## src/design/gmdfw_pkg.sv

```systemverilog
package gmdfw_pkg;

	// Grid geometry.
	localparam int MAX_DIM = 16;
	localparam int CELLS   = MAX_DIM * MAX_DIM;
	localparam int COORD_W = $clog2(MAX_DIM);
	localparam int IDX_W   = $clog2(CELLS);
	localparam int DEPTH_W = $clog2(CELLS + 1);
	localparam int DIR_W   = 3;
	localparam int DIM_W   = 5;

	// Command codes carried on the input tuser.
	localparam logic [1:0] CMD_LOAD  = 2'd0;
	localparam logic [1:0] CMD_START = 2'd1;
	localparam logic [1:0] CMD_NEXT  = 2'd2;

	// Configuration register indexes.
	localparam logic REG_NUM_ROWS = 1'b0;
	localparam logic REG_NUM_COLS = 1'b1;

	// Neighbour directions, in the order they are tried.
	localparam logic [DIR_W-1:0] DIR_UP    = 3'd0;
	localparam logic [DIR_W-1:0] DIR_RIGHT = 3'd1;
	localparam logic [DIR_W-1:0] DIR_DOWN  = 3'd2;
	localparam logic [DIR_W-1:0] DIR_LEFT  = 3'd3;
	localparam logic [DIR_W-1:0] DIR_END   = 3'd4;

	// One stack entry: a cell and the next direction to try from it.
	typedef struct packed {
		logic [COORD_W-1:0] row;
		logic [COORD_W-1:0] col;
		logic [DIR_W-1:0]   dir;
	} frame_t;

	// Requests from the sequencer to the wall and visited store.
	typedef struct packed {
		logic             wall_we;
		logic             wall_bit;
		logic [IDX_W-1:0] wall_addr;
		logic             vis_clear;
		logic             vis_set;
		logic [IDX_W-1:0] vis_addr;
		logic             rd_en;
		logic [IDX_W-1:0] rd_addr;
	} grid_req_t;

	// Registered read data from the store.
	typedef struct packed {
		logic wall;
		logic visited;
	} grid_rsp_t;

	// Linear cell address, row major.
	function automatic logic [IDX_W-1:0] cell_index(input logic [COORD_W-1:0] row,
			input logic [COORD_W-1:0] col);
		cell_index = IDX_W'(row) * IDX_W'(MAX_DIM) + IDX_W'(col);
	endfunction

endpackage

```

## src/design/gmdfw_grid_store.sv

```systemverilog
module gmdfw_grid_store (
	input  logic                 clk,
	input  logic                 arst_n,
	input  gmdfw_pkg::grid_req_t req,
	output gmdfw_pkg::grid_rsp_t rsp
);

	logic                           wall_mem [gmdfw_pkg::CELLS];
	logic [gmdfw_pkg::CELLS-1:0]    visited_q;
	logic                           wall_rd_q;
	logic                           vis_rd_q;

	// Wall memory: one write port, one registered read port.
	always_ff @(posedge clk) begin
		if (req.wall_we) begin
			wall_mem[req.wall_addr] <= req.wall_bit;
		end
		if (req.rd_en) begin
			wall_rd_q <= wall_mem[req.rd_addr];
		end
	end

	// Visited flags: cleared at once by reset or start, set one cell at a time.
	// A start clears the flags and marks the requested cell in the same cycle.
	always_ff @(posedge clk or negedge arst_n) begin
		if (!arst_n) begin
			visited_q <= '0;
		end else begin
			if (req.vis_clear) begin
				visited_q <= gmdfw_pkg::CELLS'(req.vis_set) << req.vis_addr;
			end else if (req.vis_set) begin
				visited_q[req.vis_addr] <= 1'b1;
			end
		end
	end

	// Registered read of the visited flag, aligned with the wall read.
	always_ff @(posedge clk) begin
		if (req.rd_en) begin
			vis_rd_q <= visited_q[req.rd_addr];
		end
	end

	assign rsp.wall    = wall_rd_q;
	assign rsp.visited = vis_rd_q;

endmodule

```

## src/design/gmdfw_stack.sv

```systemverilog
module gmdfw_stack (
	input  logic                        clk,
	input  logic                        we,
	input  logic [gmdfw_pkg::IDX_W-1:0] waddr,
	input  gmdfw_pkg::frame_t           wdata,
	input  logic                        re,
	input  logic [gmdfw_pkg::IDX_W-1:0] raddr,
	output gmdfw_pkg::frame_t           rdata
);

	gmdfw_pkg::frame_t stack_mem [gmdfw_pkg::CELLS];
	gmdfw_pkg::frame_t rdata_q;

	// Entries below the top of the walk; the top itself lives in a register.
	always_ff @(posedge clk) begin
		if (we) begin
			stack_mem[waddr] <= wdata;
		end
		if (re) begin
			rdata_q <= stack_mem[raddr];
		end
	end

	assign rdata = rdata_q;

endmodule

```

## src/design/grid_maze_depth_first_walk_core.sv

```systemverilog
// Depth-first walk of a grid maze, trying up, right, down and left in turn.
// Input items arrive on s_tvalid/s_tready; tuser carries the command (load,
// start or next) and tdata the cell and wall bit of a load. A load writes one
// wall bit and gives no result. A start clears the visited flags, enters the
// origin and returns it through the emit state and the output register. A next item returns the
// next newly visited cell, or an item with tlast high when the walk is over.
// Results leave on m_tvalid/m_tready from an output register; while it is
// occupied the block keeps working and only holds the following result.
// A next item probes each neighbour that lies in the grid by a read of the wall
// and visited store, passes over each direction that leaves the grid, and on a
// backtrack step loads the new stack top from the registered stack memory;
// on an empty stack it returns the done item. One item is handled at a time.
// Reset empties the stack, clears the visited flags and sets both dimensions
// to 16; the wall map holds no defined contents until loaded. num_rows and
// num_cols are written on the cfg port; the user must do so only while idle,
// as the block itself does not enforce this.
module grid_maze_depth_first_walk_core (
	input  logic                          clk,
	input  logic                          arst_n,
	input  logic                          s_tvalid,
	output logic                          s_tready,
	input  logic [15:0]                   s_tdata,  // cell_row, cell_col, is_wall
	input  logic [1:0]                    s_tuser,  // cmd
	output logic                          m_tvalid,
	input  logic                          m_tready,
	output logic [7:0]                    m_tdata,  // visit_row, visit_col
	output logic                          m_tlast,  // walk_done
	input  logic                          cfg_we,
	input  logic                          cfg_idx,
	input  logic [gmdfw_pkg::DIM_W-1:0]   cfg_data
);

	typedef enum logic [2:0] {
		ST_IDLE,
		ST_CHECK,
		ST_PROBE,
		ST_POP_WAIT,
		ST_EMIT
	} state_t;

	state_t                              state_q;
	logic [gmdfw_pkg::DEPTH_W-1:0]       depth_q;
	gmdfw_pkg::frame_t                   top_q;
	logic [gmdfw_pkg::COORD_W-1:0]       cand_row_q;
	logic [gmdfw_pkg::COORD_W-1:0]       cand_col_q;
	logic [gmdfw_pkg::COORD_W-1:0]       res_row_q;
	logic [gmdfw_pkg::COORD_W-1:0]       res_col_q;
	logic                                res_done_q;
	logic                                out_valid_q;
	logic [gmdfw_pkg::COORD_W-1:0]       out_row_q;
	logic [gmdfw_pkg::COORD_W-1:0]       out_col_q;
	logic                                out_done_q;
	logic [gmdfw_pkg::DIM_W-1:0]         num_rows_q;
	logic [gmdfw_pkg::DIM_W-1:0]         num_cols_q;

	gmdfw_pkg::grid_req_t                grid_req;
	gmdfw_pkg::grid_rsp_t                grid_rsp;
	logic                                stk_we;
	logic [gmdfw_pkg::IDX_W-1:0]         stk_waddr;
	logic                                stk_re;
	logic [gmdfw_pkg::IDX_W-1:0]         stk_raddr;
	gmdfw_pkg::frame_t                   stk_rdata;

	logic                                accept;
	logic [1:0]                          in_cmd;
	logic [3:0]                          in_row;
	logic [3:0]                          in_col;
	logic                                in_wall;
	logic                                out_free;
	logic                                cell_free;
	int                                  rows_eff;
	int                                  cols_eff;
	int                                  nr_i;
	int                                  nc_i;
	logic                                nb_ok;
	logic [gmdfw_pkg::COORD_W-1:0]       nb_row;
	logic [gmdfw_pkg::COORD_W-1:0]       nb_col;

	assign in_cmd   = s_tuser;
	assign in_row   = s_tdata[3:0];
	assign in_col   = s_tdata[7:4];
	assign in_wall  = s_tdata[8];
	assign s_tready = (state_q == ST_IDLE);
	assign accept   = s_tvalid && s_tready;
	assign out_free = !out_valid_q || m_tready;
	assign cell_free = !grid_rsp.wall && !grid_rsp.visited;

	// Dimensions in use, saturated to the grid, with zero taken as one.
	always_comb begin
		if (num_rows_q == '0) begin
			rows_eff = 1;
		end else if (int'(num_rows_q) > gmdfw_pkg::MAX_DIM) begin
			rows_eff = gmdfw_pkg::MAX_DIM;
		end else begin
			rows_eff = int'(num_rows_q);
		end
		if (num_cols_q == '0) begin
			cols_eff = 1;
		end else if (int'(num_cols_q) > gmdfw_pkg::MAX_DIM) begin
			cols_eff = gmdfw_pkg::MAX_DIM;
		end else begin
			cols_eff = int'(num_cols_q);
		end
	end

	// Neighbour of the stack top in its current direction, and whether it lies in the grid.
	always_comb begin
		nr_i = int'(top_q.row);
		nc_i = int'(top_q.col);
		case (top_q.dir)
			gmdfw_pkg::DIR_UP: begin
				nr_i = int'(top_q.row) - 1;
			end
			gmdfw_pkg::DIR_RIGHT: begin
				nc_i = int'(top_q.col) + 1;
			end
			gmdfw_pkg::DIR_DOWN: begin
				nr_i = int'(top_q.row) + 1;
			end
			gmdfw_pkg::DIR_LEFT: begin
				nc_i = int'(top_q.col) - 1;
			end
			default: begin
			end
		endcase
		nb_ok  = (nr_i >= 0) && (nr_i < rows_eff) && (nc_i >= 0) && (nc_i < cols_eff);
		nb_row = gmdfw_pkg::COORD_W'(nr_i);
		nb_col = gmdfw_pkg::COORD_W'(nc_i);
	end

	// Store and stack requests for the current step.
	always_comb begin
		grid_req  = '0;
		stk_we    = 1'b0;
		stk_waddr = '0;
		stk_re    = 1'b0;
		stk_raddr = '0;
		grid_req.wall_bit  = in_wall;
		grid_req.wall_addr = gmdfw_pkg::cell_index(gmdfw_pkg::COORD_W'(in_row),
				gmdfw_pkg::COORD_W'(in_col));
		grid_req.rd_addr   = gmdfw_pkg::cell_index(nb_row, nb_col);
		grid_req.vis_addr  = gmdfw_pkg::cell_index(cand_row_q, cand_col_q);
		stk_waddr = gmdfw_pkg::IDX_W'(depth_q - gmdfw_pkg::DEPTH_W'(1));
		stk_raddr = gmdfw_pkg::IDX_W'(depth_q - gmdfw_pkg::DEPTH_W'(2));
		case (state_q)
			ST_IDLE: begin
				if (accept && (in_cmd == gmdfw_pkg::CMD_LOAD) &&
						(int'(in_row) < gmdfw_pkg::MAX_DIM) &&
						(int'(in_col) < gmdfw_pkg::MAX_DIM)) begin
					grid_req.wall_we = 1'b1;
				end
				if (accept && (in_cmd == gmdfw_pkg::CMD_START)) begin
					grid_req.vis_clear = 1'b1;
					grid_req.vis_set   = 1'b1;
					grid_req.vis_addr  = '0;
				end
			end
			ST_CHECK: begin
				if (depth_q != '0) begin
					if (top_q.dir == gmdfw_pkg::DIR_END) begin
						stk_re = (depth_q > gmdfw_pkg::DEPTH_W'(1));
					end else begin
						grid_req.rd_en = nb_ok;
					end
				end
			end
			ST_PROBE: begin
				if (cell_free) begin
					grid_req.vis_set = 1'b1;
					stk_we = (int'(depth_q) < gmdfw_pkg::CELLS);
				end
			end
			default: begin
			end
		endcase
	end

	// Walk sequencer and output register.
	always_ff @(posedge clk or negedge arst_n) begin
		if (!arst_n) begin
			state_q     <= ST_IDLE;
			depth_q     <= '0;
			out_valid_q <= 1'b0;
		end else begin
			// The output register fills from the emit state and empties when taken.
			if ((state_q == ST_EMIT) && out_free) begin
				out_valid_q <= 1'b1;
			end else if (m_tvalid && m_tready) begin
				out_valid_q <= 1'b0;
			end
			case (state_q)
				ST_IDLE: begin
					if (accept) begin
						case (in_cmd)
							gmdfw_pkg::CMD_START: begin
								depth_q    <= gmdfw_pkg::DEPTH_W'(1);
								top_q      <= '{row: '0, col: '0, dir: gmdfw_pkg::DIR_UP};
								res_row_q  <= '0;
								res_col_q  <= '0;
								res_done_q <= 1'b0;
								state_q    <= ST_EMIT;
							end
							gmdfw_pkg::CMD_NEXT: begin
								state_q <= ST_CHECK;
							end
							default: begin
							end
						endcase
					end
				end
				ST_CHECK: begin
					if (depth_q == '0) begin
						res_row_q  <= '0;
						res_col_q  <= '0;
						res_done_q <= 1'b1;
						state_q    <= ST_EMIT;
					end else if (top_q.dir == gmdfw_pkg::DIR_END) begin
						// Every direction tried: drop back to the cell below.
						depth_q <= depth_q - gmdfw_pkg::DEPTH_W'(1);
						if (depth_q > gmdfw_pkg::DEPTH_W'(1)) begin
							state_q <= ST_POP_WAIT;
						end
					end else begin
						top_q.dir <= top_q.dir + gmdfw_pkg::DIR_W'(1);
						if (nb_ok) begin
							cand_row_q <= nb_row;
							cand_col_q <= nb_col;
							state_q    <= ST_PROBE;
						end
					end
				end
				ST_PROBE: begin
					if (cell_free) begin
						if (int'(depth_q) < gmdfw_pkg::CELLS) begin
							top_q   <= '{row: cand_row_q, col: cand_col_q,
									dir: gmdfw_pkg::DIR_UP};
							depth_q <= depth_q + gmdfw_pkg::DEPTH_W'(1);
						end
						res_row_q  <= cand_row_q;
						res_col_q  <= cand_col_q;
						res_done_q <= 1'b0;
						state_q    <= ST_EMIT;
					end else begin
						state_q <= ST_CHECK;
					end
				end
				ST_POP_WAIT: begin
					top_q   <= stk_rdata;
					state_q <= ST_CHECK;
				end
				ST_EMIT: begin
					if (out_free) begin
						out_row_q   <= res_row_q;
						out_col_q   <= res_col_q;
						out_done_q  <= res_done_q;
						state_q     <= ST_IDLE;
					end
				end
				default: begin
					state_q <= ST_IDLE;
				end
			endcase
		end
	end

	// Configuration registers.
	always_ff @(posedge clk or negedge arst_n) begin
		if (!arst_n) begin
			num_rows_q <= gmdfw_pkg::DIM_W'(16);
			num_cols_q <= gmdfw_pkg::DIM_W'(16);
		end else if (cfg_we) begin
			case (cfg_idx)
				gmdfw_pkg::REG_NUM_ROWS: begin
					num_rows_q <= cfg_data;
				end
				gmdfw_pkg::REG_NUM_COLS: begin
					num_cols_q <= cfg_data;
				end
				default: begin
				end
			endcase
		end
	end

	gmdfw_grid_store u_grid_store (
		.clk    (clk),
		.arst_n (arst_n),
		.req    (grid_req),
		.rsp    (grid_rsp)
	);

	gmdfw_stack u_stack (
		.clk   (clk),
		.we    (stk_we),
		.waddr (stk_waddr),
		.wdata (top_q),
		.re    (stk_re),
		.raddr (stk_raddr),
		.rdata (stk_rdata)
	);

	assign m_tvalid = out_valid_q;
	assign m_tdata  = {4'(out_col_q), 4'(out_row_q)};
	assign m_tlast  = out_done_q;

endmodule
```

## config.mk

```make
export PLATFORM = sky130hd
export DESIGN_NAME = grid_maze_depth_first_walk_core
export DESIGN_NICKNAME = d
export VERILOG_FILES = /design/src/design/gmdfw_pkg.sv /design/src/design/gmdfw_grid_store.sv /design/src/design/gmdfw_stack.sv /design/src/design/grid_maze_depth_first_walk_core.sv
export SDC_FILE = /design/constraint.sdc
export NUM_CORES = 2
export LEC_CHECK = 0
export BUFFER_PORTS_ARGS = -buffer_cell sky130_fd_sc_hd__buf_2
export CAP_MARGIN = 40
export CORE_UTILIZATION = 58
export CTS_CLUSTER_SIZE = 14
export DETAILED_ROUTE_END_ITERATION = 8
export HOLD_SLACK_MARGIN = 0.03
export PLACE_DENSITY_LB_ADDON = 0.12
export SYNTH_ARGS = -nofsm -noshare
export SYNTH_HDL_FRONTEND = slang
export SYNTH_HIERARCHICAL = 1
export SYNTH_SLANG_ARGS = --single-unit
export TNS_END_PERCENT = 5
```

## constraint.sdc

```tcl
create_clock -name clk -period 18.31 [get_ports clk]
set_input_delay 0.9155 -clock clk [delete_from_list [all_inputs] [get_ports clk]]
set_output_delay 0.9155 -clock clk [all_outputs]
set_load 0.1 [all_outputs]
```

* After elaboration in Yosys (flattened, before gate mapping)
Memories as Yosys holds them, arrays and structs flattened. A register that Yosys moved wholly into a read port is not among the register bits.
Cells that the tools add are included.
** Cells by class
- Bitwise logic cells :: 4
- Mux-type cells :: 69
- Magnitude comparators :: 11
- Equality and inequality tests :: 22
- Shift-type cells :: 1
- Add/subtract/negate cells :: 11
- Reductions and logical operators :: 35
** Operators with widths (count)
- 2-to-1 mux 256 bit :: 2
- OR 256 bit :: 1
- << shifter 1 x 8 -> 256 bit :: 1
- case mux 32 bit (2 select lines) :: 2
- >= comparator 32 x 1 -> 1 bit (second input constant) :: 2
- < comparator 32 bit :: 2
- 2-to-1 mux 32 bit :: 2
- 2-to-1 mux 9 bit :: 6
- 2-to-1 mux 11 bit :: 4
- 2-to-1 mux 3 bit :: 9
- case mux 9 bit (3 select lines) :: 1
- adder 8 x 4 -> 8 bit :: 3
- 2-to-1 mux 1 bit :: 24
- case mux 4 bit (3 select lines) :: 2
- case mux 8 bit (3 select lines) :: 1
- 2-to-1 mux 4 bit :: 5
- < comparator 8 x 9 -> 1 bit (second input constant) :: 2
- case mux 3 bit (5 select lines) :: 1
- != test 2 bit (second input constant) :: 7
- equality test 3 x 2 -> 1 bit (second input constant) :: 4
- case mux 3 bit (4 select lines) :: 1
- AND reduction 6 bit :: 2
- adder 4 x 1 -> 5 bit (second input constant) :: 2
- greater-than comparator 5 bit (second input constant) :: 2
- 40 further kinds :: 65
** Storage, ports and cells
- Register bits :: 317
- Memories :: 2
- Logic and storage cells :: 173
- Memory bits (writable) :: 3072
- Input bits :: 29
** Memory list
- u_stack.stack_mem :: words 256, width 11, read ports 1, clocked after memory_dff 1, write ports 1, line gmdfw_stack.sv:11 : gmdfw_pkg::frame_t stack_mem [gmdfw_pkg::CELLS];
- u_grid_store.wall_mem :: words 256, width 1, read ports 1, clocked after memory_dff 1, write ports 1, line gmdfw_grid_store.sv:8 : logic wall_mem [gmdfw_pkg::CELLS];

* Longest topological paths before layout
- Depth after elaboration :: 12
- Depth in mapped cells :: 18
- Depth with buffers taken out :: 13

* Modules after synthesis
The synthesis kept the hierarchy.
** By module, submodules not included
- gmdfw_stack :: cells each 4999, area each 108823.1 um2, instances 1
- gmdfw_grid_store :: cells each 1913, area each 23105.9 um2, instances 1
- grid_maze_depth_first_walk_core :: cells each 386, area each 3860.0 um2, instances 1

* Least setup slack after synthesis
No wires, ideal clock.
- Path kind :: register to register
- From :: register top_q[2] (netlist bit)
- To :: register cand_col_q[0] (netlist bit) (enable)
- Path buffers :: 2
- Stages on the path, launching flop included :: 15
- Data required time :: 17.930 ns
- Arrival :: 6.674 ns
- Setup slack :: 11.256 ns
- Path through :: edfxtp_1 buf_4 inv_1 ha_1 clkbuf_1 inv_1 nand2_1 o221ai_1 a21oi_1 ha_1 o41ai_1 o21ai_1 o32ai_2 nand3_1 nor4b_2
** On the way
- Cells in the longest elaborated chain, start to end :: 7
** RTL lines
- from (decl) :: line grid_maze_depth_first_walk_core.sv:43 : gmdfw_pkg::frame_t top_q;
- from (signal assigned) :: line grid_maze_depth_first_walk_core.sv:197 : top_q <= '{row: '0, col: '0, dir: gmdfw_pkg::DIR_UP};
- from (signal assigned) :: line grid_maze_depth_first_walk_core.sv:235 : top_q <= '{row: cand_row_q, col: cand_col_q,
- from (signal assigned) :: line grid_maze_depth_first_walk_core.sv:248 : top_q <= stk_rdata;
- equality test 3 x 2 -> 1 bit or zero test 3 bit (tied branches) :: line grid_maze_depth_first_walk_core.sv:110 : case (top_q.dir)
- case mux 32 bit (2 select lines) :: line grid_maze_depth_first_walk_core.sv:110
- >= comparator 32 x 1 -> 1 bit or < comparator 32 bit (tied branches) :: line grid_maze_depth_first_walk_core.sv:126 : nb_ok = (nr_i >= 0) && (nr_i < rows_eff) && (nc_i >= 0) && (nc_i < cols_eff);
- logical AND 1 bit (3 in a row) :: line grid_maze_depth_first_walk_core.sv:126
- AND reduction 5 bit (no line) (*)
- to (signal assigned) :: line grid_maze_depth_first_walk_core.sv:227 : cand_col_q <= nb_col;
- to (decl) :: line grid_maze_depth_first_walk_core.sv:45 : logic [gmdfw_pkg::COORD_W-1:0] cand_col_q;
Mark *: on every way between the ends. The rest lies on a longest branch, timed or not.
A chain may end at the register's enable or synchronous reset.

* Worst setup path after layout
- From :: register depth_q[0] (netlist bit)
- To :: register u_stack/rdata[8] (netlist name)
** On the way
- Cells in the longest elaborated chain, start to end :: 4
** RTL lines
- from (decl) :: line grid_maze_depth_first_walk_core.sv:42 : logic [gmdfw_pkg::DEPTH_W-1:0] depth_q;
- from (signal assigned) :: line grid_maze_depth_first_walk_core.sv:196 : depth_q <= gmdfw_pkg::DEPTH_W'(1);
- from (signal assigned) :: line grid_maze_depth_first_walk_core.sv:219 : depth_q <= depth_q - gmdfw_pkg::DEPTH_W'(1);
- from (signal assigned) :: line grid_maze_depth_first_walk_core.sv:237 : depth_q <= depth_q + gmdfw_pkg::DEPTH_W'(1);
- greater-than comparator 9 x 1 -> 1 bit :: line grid_maze_depth_first_walk_core.sv:161 : stk_re = (depth_q > gmdfw_pkg::DEPTH_W'(1));
- 2-to-1 mux 1 bit :: line grid_maze_depth_first_walk_core.sv:160 : if (top_q.dir == gmdfw_pkg::DIR_END) begin
- 2-to-1 mux 1 bit :: line grid_maze_depth_first_walk_core.sv:159 : if (depth_q != '0) begin
- 2-to-1 mux 1 bit :: line grid_maze_depth_first_walk_core.sv:145 : case (state_q)
Parallel ways exist; a longest one is shown, timed or not.

==> impl_metrics.env <==
export IMPL_status="complete, no violations"
export IMPL_synth_edf_count=3122
export IMPL_fin_hold_ws_ns=0.218
export IMPL_rows=177
export IMPL_synth_top_family_by_area="multiplexers"
export IMPL_avgRoutedWirePerCell_um=30.9
export IMPL_cts_buffers=353
export IMPL_ant_nets=0
export IMPL_whs_path_depth=2
export IMPL_r2r_start="depth_q[0]$_DFFE_PN0P_"
export IMPL_ys_ff_latch=3401
export IMPL_min_period_ns=6.74
export IMPL_worstPathRequired_ns=18.95
export IMPL_power_total_mw=22.7
export IMPL_antenna_found_initial=6
export IMPL_drc=0
export IMPL_reg2reg_depth=10
export IMPL_syn_area_um2=136000
export IMPL_synth_compound_area_share_pct=4.74
export IMPL_overflow=0
export IMPL_peakVddDrop_mv=0.196
export IMPL_maxCapViolCount=0
export IMPL_arrival_ns=7.37
export IMPL_track_usage_pct=29.1
export IMPL_yosysTopAreaCell="edfxtp_1"
export IMPL_ys_flop_type="edfxtp_1"
export IMPL_ctsLongestPathBuffers=4
export IMPL_post_cts_buffers=0
export IMPL_die_h_um=486
export IMPL_die_w_um=486
export IMPL_fin_cells=11100
export IMPL_rr_endpoint="u_stack/rdata[8]$_DFFE_PP_"
export IMPL_port_buffers=32
export IMPL_synth_top_cell_area_share_pct=69.0
export IMPL_cts_tree="yes"
export IMPL_ios=40
export IMPL_syn_nets=7351
export IMPL_finClkSkew_ns=0.0468
export IMPL_yosysSeqAreaShare_pct=74.2
export IMPL_htreeDepth=5
export IMPL_vias=72900
export IMPL_drive_gt1_share_pct=22.3
export IMPL_power_leakage_nw=51.3
export IMPL_worstSkewPairLatency_ns=0.97
export IMPL_placedCellCount=10400
export IMPL_r2r_slack_ns=11.57
export IMPL_finalSetupTns_ns=0
export IMPL_hold_start="cfg_data[1]"
export IMPL_syn_area_per_cell_um2=18.6
export IMPL_drtIter0Drc=9960
export IMPL_synth_simple_area_share_pct=3.65
export IMPL_yosys_warnings=6
export IMPL_synthCells=7298
export IMPL_cp_end_kind="flip-flop"
export IMPL_synth_adder_area_share_pct=0.221
export IMPL_fin_crit_sh_pct=36.8
export IMPL_core_area_um2=233000
export IMPL_rsz0062_at_grt="no"
export IMPL_dr_pass1_iters=9
export IMPL_clk_pin_slew_ns=0.06
export IMPL_fillers=15400
export IMPL_slew_headroom_pct=10.2
export IMPL_cts_sinks=3401
export IMPL_final_nets=7727
export IMPL_max_freq_ghz=0.148
export IMPL_dp_hpwl_um=209000
export IMPL_finalHoldViolations=0
export IMPL_hold_path_class="primary input to flip-flop"
export IMPL_grt_pass1_wl_um=496000
export IMPL_grt_pass1_vias=71500
export IMPL_wl_um=343000
export IMPL_crit_type="flip-flop to flip-flop"
export IMPL_syn2layout_area_growth_pct=12.8
export IMPL_start_kind="flip-flop"
export IMPL_power_density_nw_per_um2=148
export IMPL_viasPerCell=6.58
export IMPL_start_util_pct=58.3
export IMPL_grt_start_max_net_pins=266
export IMPL_hold_end="num_cols_q[1]$_DFFE_PN0P_"
export IMPL_synth_cell_type_count=96
export IMPL_worstMarginPinSlew_ns=1.35
export IMPL_drv_slew=0
export IMPL_synthTopCellsByArea="edfxtp_1 69%, mux4_2 12%, dfrtp_1 5.1%"
export IMPL_worstPathMaxFanout=106
export IMPL_finalSetupViolations=0
export IMPL_gp_congestion=0.881
export IMPL_cts_root_buf="clkbuf_16"
export IMPL_synth_mux_area_share_pct=14.3
export IMPL_synth_xor_area_share_pct=0.0903
export IMPL_async_reset_ff_share_pct=8.20
export IMPL_dieArea_um2=236000
==> where the power goes <==
part / switching (mW) / internal, mW / total, mW
sequential: 0.0972 / 8.96 / 9.05
combinational: 4.34 / 2.41 / 6.75
clock: 2.87 / 4.06 / 6.93
total: 7.31 / 15.4 / 22.7
==> worst max path at each step <==
stage,start,endpoint,slack [ns],depth (start not counted)
6_report,depth_q[0]$_DFFE_PN0P_,u_stack/rdata[8]$_DFFE_PP_,11.57,10
5_1_grt,depth_q[0]$_DFFE_PN0P_,u_stack/rdata[10]$_DFFE_PP_,11.19,13
4_1_cts,depth_q[0]$_DFFE_PN0P_,u_stack/rdata[8]$_DFFE_PP_,11.53,10
3_5_place_dp,depth_q[0]$_DFFE_PN0P_,u_stack/rdata[8]$_DFFE_PP_,11.54,10
3_3_place_gp,depth_q[0]$_DFFE_PN0P_,u_stack/rdata[10]$_DFFE_PP_,11.16,11
2_1_floorplan,top_q[2]$_DFFE_PP_,cand_col_q[0]$_DFFE_PP_,11.26,14
==> area by class of cell <==
cell class	count	area, um2	area share (%)
Tap cell	3132	3920	2.56
Clock inverter	170	1570	1.03
Timing Repair Buffer	500	4780	3.12
Clock buffer	451	9500	6.20
Inverter	288	1090	0.712
Antenna cell	8	20.0	0.0131
Sequential cell	3401	101000	65.8
Multi-Input combinational cell	3130	31500	20.6
==> flip-flops by register name (all words and copies together) (netlist names), 3 cells and up <==
signal	cells
res_col_q	4
state_q	3
out_row_q	4
cand_row_q	4
cand_col_q	4
num_cols_q	5
depth_q	9
u_stack/stack_mem	2816
num_rows_q	5
u_stack/rdata	11
u_grid_store/visited_q	256
top_q	11
out_col_q	4
u_grid_store/wall_mem	256
res_row_q	4
==> critical path, cell delays in order, from the launching register on <==
cell and delay (ns):
dfrtp_4 0.96, buf_12 0.66, buf_12 0.67, buf_4 0.74, buf_4 0.50, buf_12 0.29
mux4_2 0.57, a22oi_1 0.28, nand3_1 0.28, a311oi_1 0.85, nor4_1 0.26
==> per-stage QoR <==
stage / worst slack, ns / cell area, um2 / util [%]
5_1_grt: 11.19 / 153000 / 65.8
3_3_place_gp: 11.16 / 139000 / 59.8
6_report: 11.57 / 153000 / 65.8
2_1_floorplan: 11.26 / 136000 / -
3_5_place_dp: 11.54 / 142000 / 61.0
4_1_cts: 11.53 / 153000 / 65.8
==> Yosys cell counts (20+ instances only) <==
| cell | count |
|---|---|
| nand2_1 | 134 |
| mux2_2 | 21 |
| dfrtp_1 | 277 |
| a211oi_1 | 26 |
| mux4_2 | 694 |
| nand3_1 | 87 |
| nor2b_1 | 46 |
| buf_6 | 65 |
| nor3_1 | 63 |
| clkbuf_1 | 254 |
| nand2b_1 | 20 |
| edfxtp_1 | 3122 |
| buf_1 | 26 |
| nand4_1 | 26 |
| inv_1 | 285 |
| buf_4 | 48 |
| o22ai_1 | 385 |
| o221ai_1 | 58 |
| ha_1 | 24 |
| a21oi_1 | 97 |
| buf_2 | 74 |
| mux2i_1 | 355 |
| a22o_1 | 36 |
| o21ai_0 | 40 |
| nor4_1 | 26 |
| a221oi_1 | 38 |
| a22oi_1 | 132 |
| nor2_1 | 605 |
==> kinds of logic after synthesis <==
| kind of cell | after synthesis |
|---|---|
| simple gates | 1095 |
| mux | 1071 |
| xor+xnor | 14 |
| buf+inv | 767 |
| flops | 3401 |
| fa+ha+maj | 24 |
| compound gates | 926 |
==> routing by layer <==
metal / part of all wire (%) / vias to the layer above / GRT usage [%]
met4: 2.9 / 2 / 8.96
met5: 0.0038 / - / 0
met2: 46 / 3718 / 43.7
met3: 10 / 580 / 6.35
li1: - / 30200 / -
met1: 41 / 38400 / 43.3
==> what timing repair did <==
action | in CTS | in global routing
setup endpoints to repair | 0 | 0
gates resized for setup | 0 | 0
hold buffers | 1 | 0
endpoints found under the hold margin | 65 | 0
==> cells in the final DEF, fill, tap and decap left out, types with 24 or more instances in the layout <==
cell type,n
a211oi_1,26
a21oi_1,95
a221oi_1,38
a22o_1,36
a22oi_1,132
buf_2,40
buf_4,291
buf_6,102
buf_8,28
bufinv_16,29
clkbuf_1,77
clkbuf_16,361
clkinv_1,66
clkinv_2,57
dfrtp_1,276
edfxtp_1,3122
ha_1,24
inv_1,283
mux2i_1,355
mux4_2,694
nand2_1,134
nand3_1,81
nand4_1,26
nor2_1,596
nor2b_1,42
nor3_1,62
nor4_1,26
o21ai_0,38
o221ai_1,58
o22ai_1,385
(Power assumes the default switching activity.)
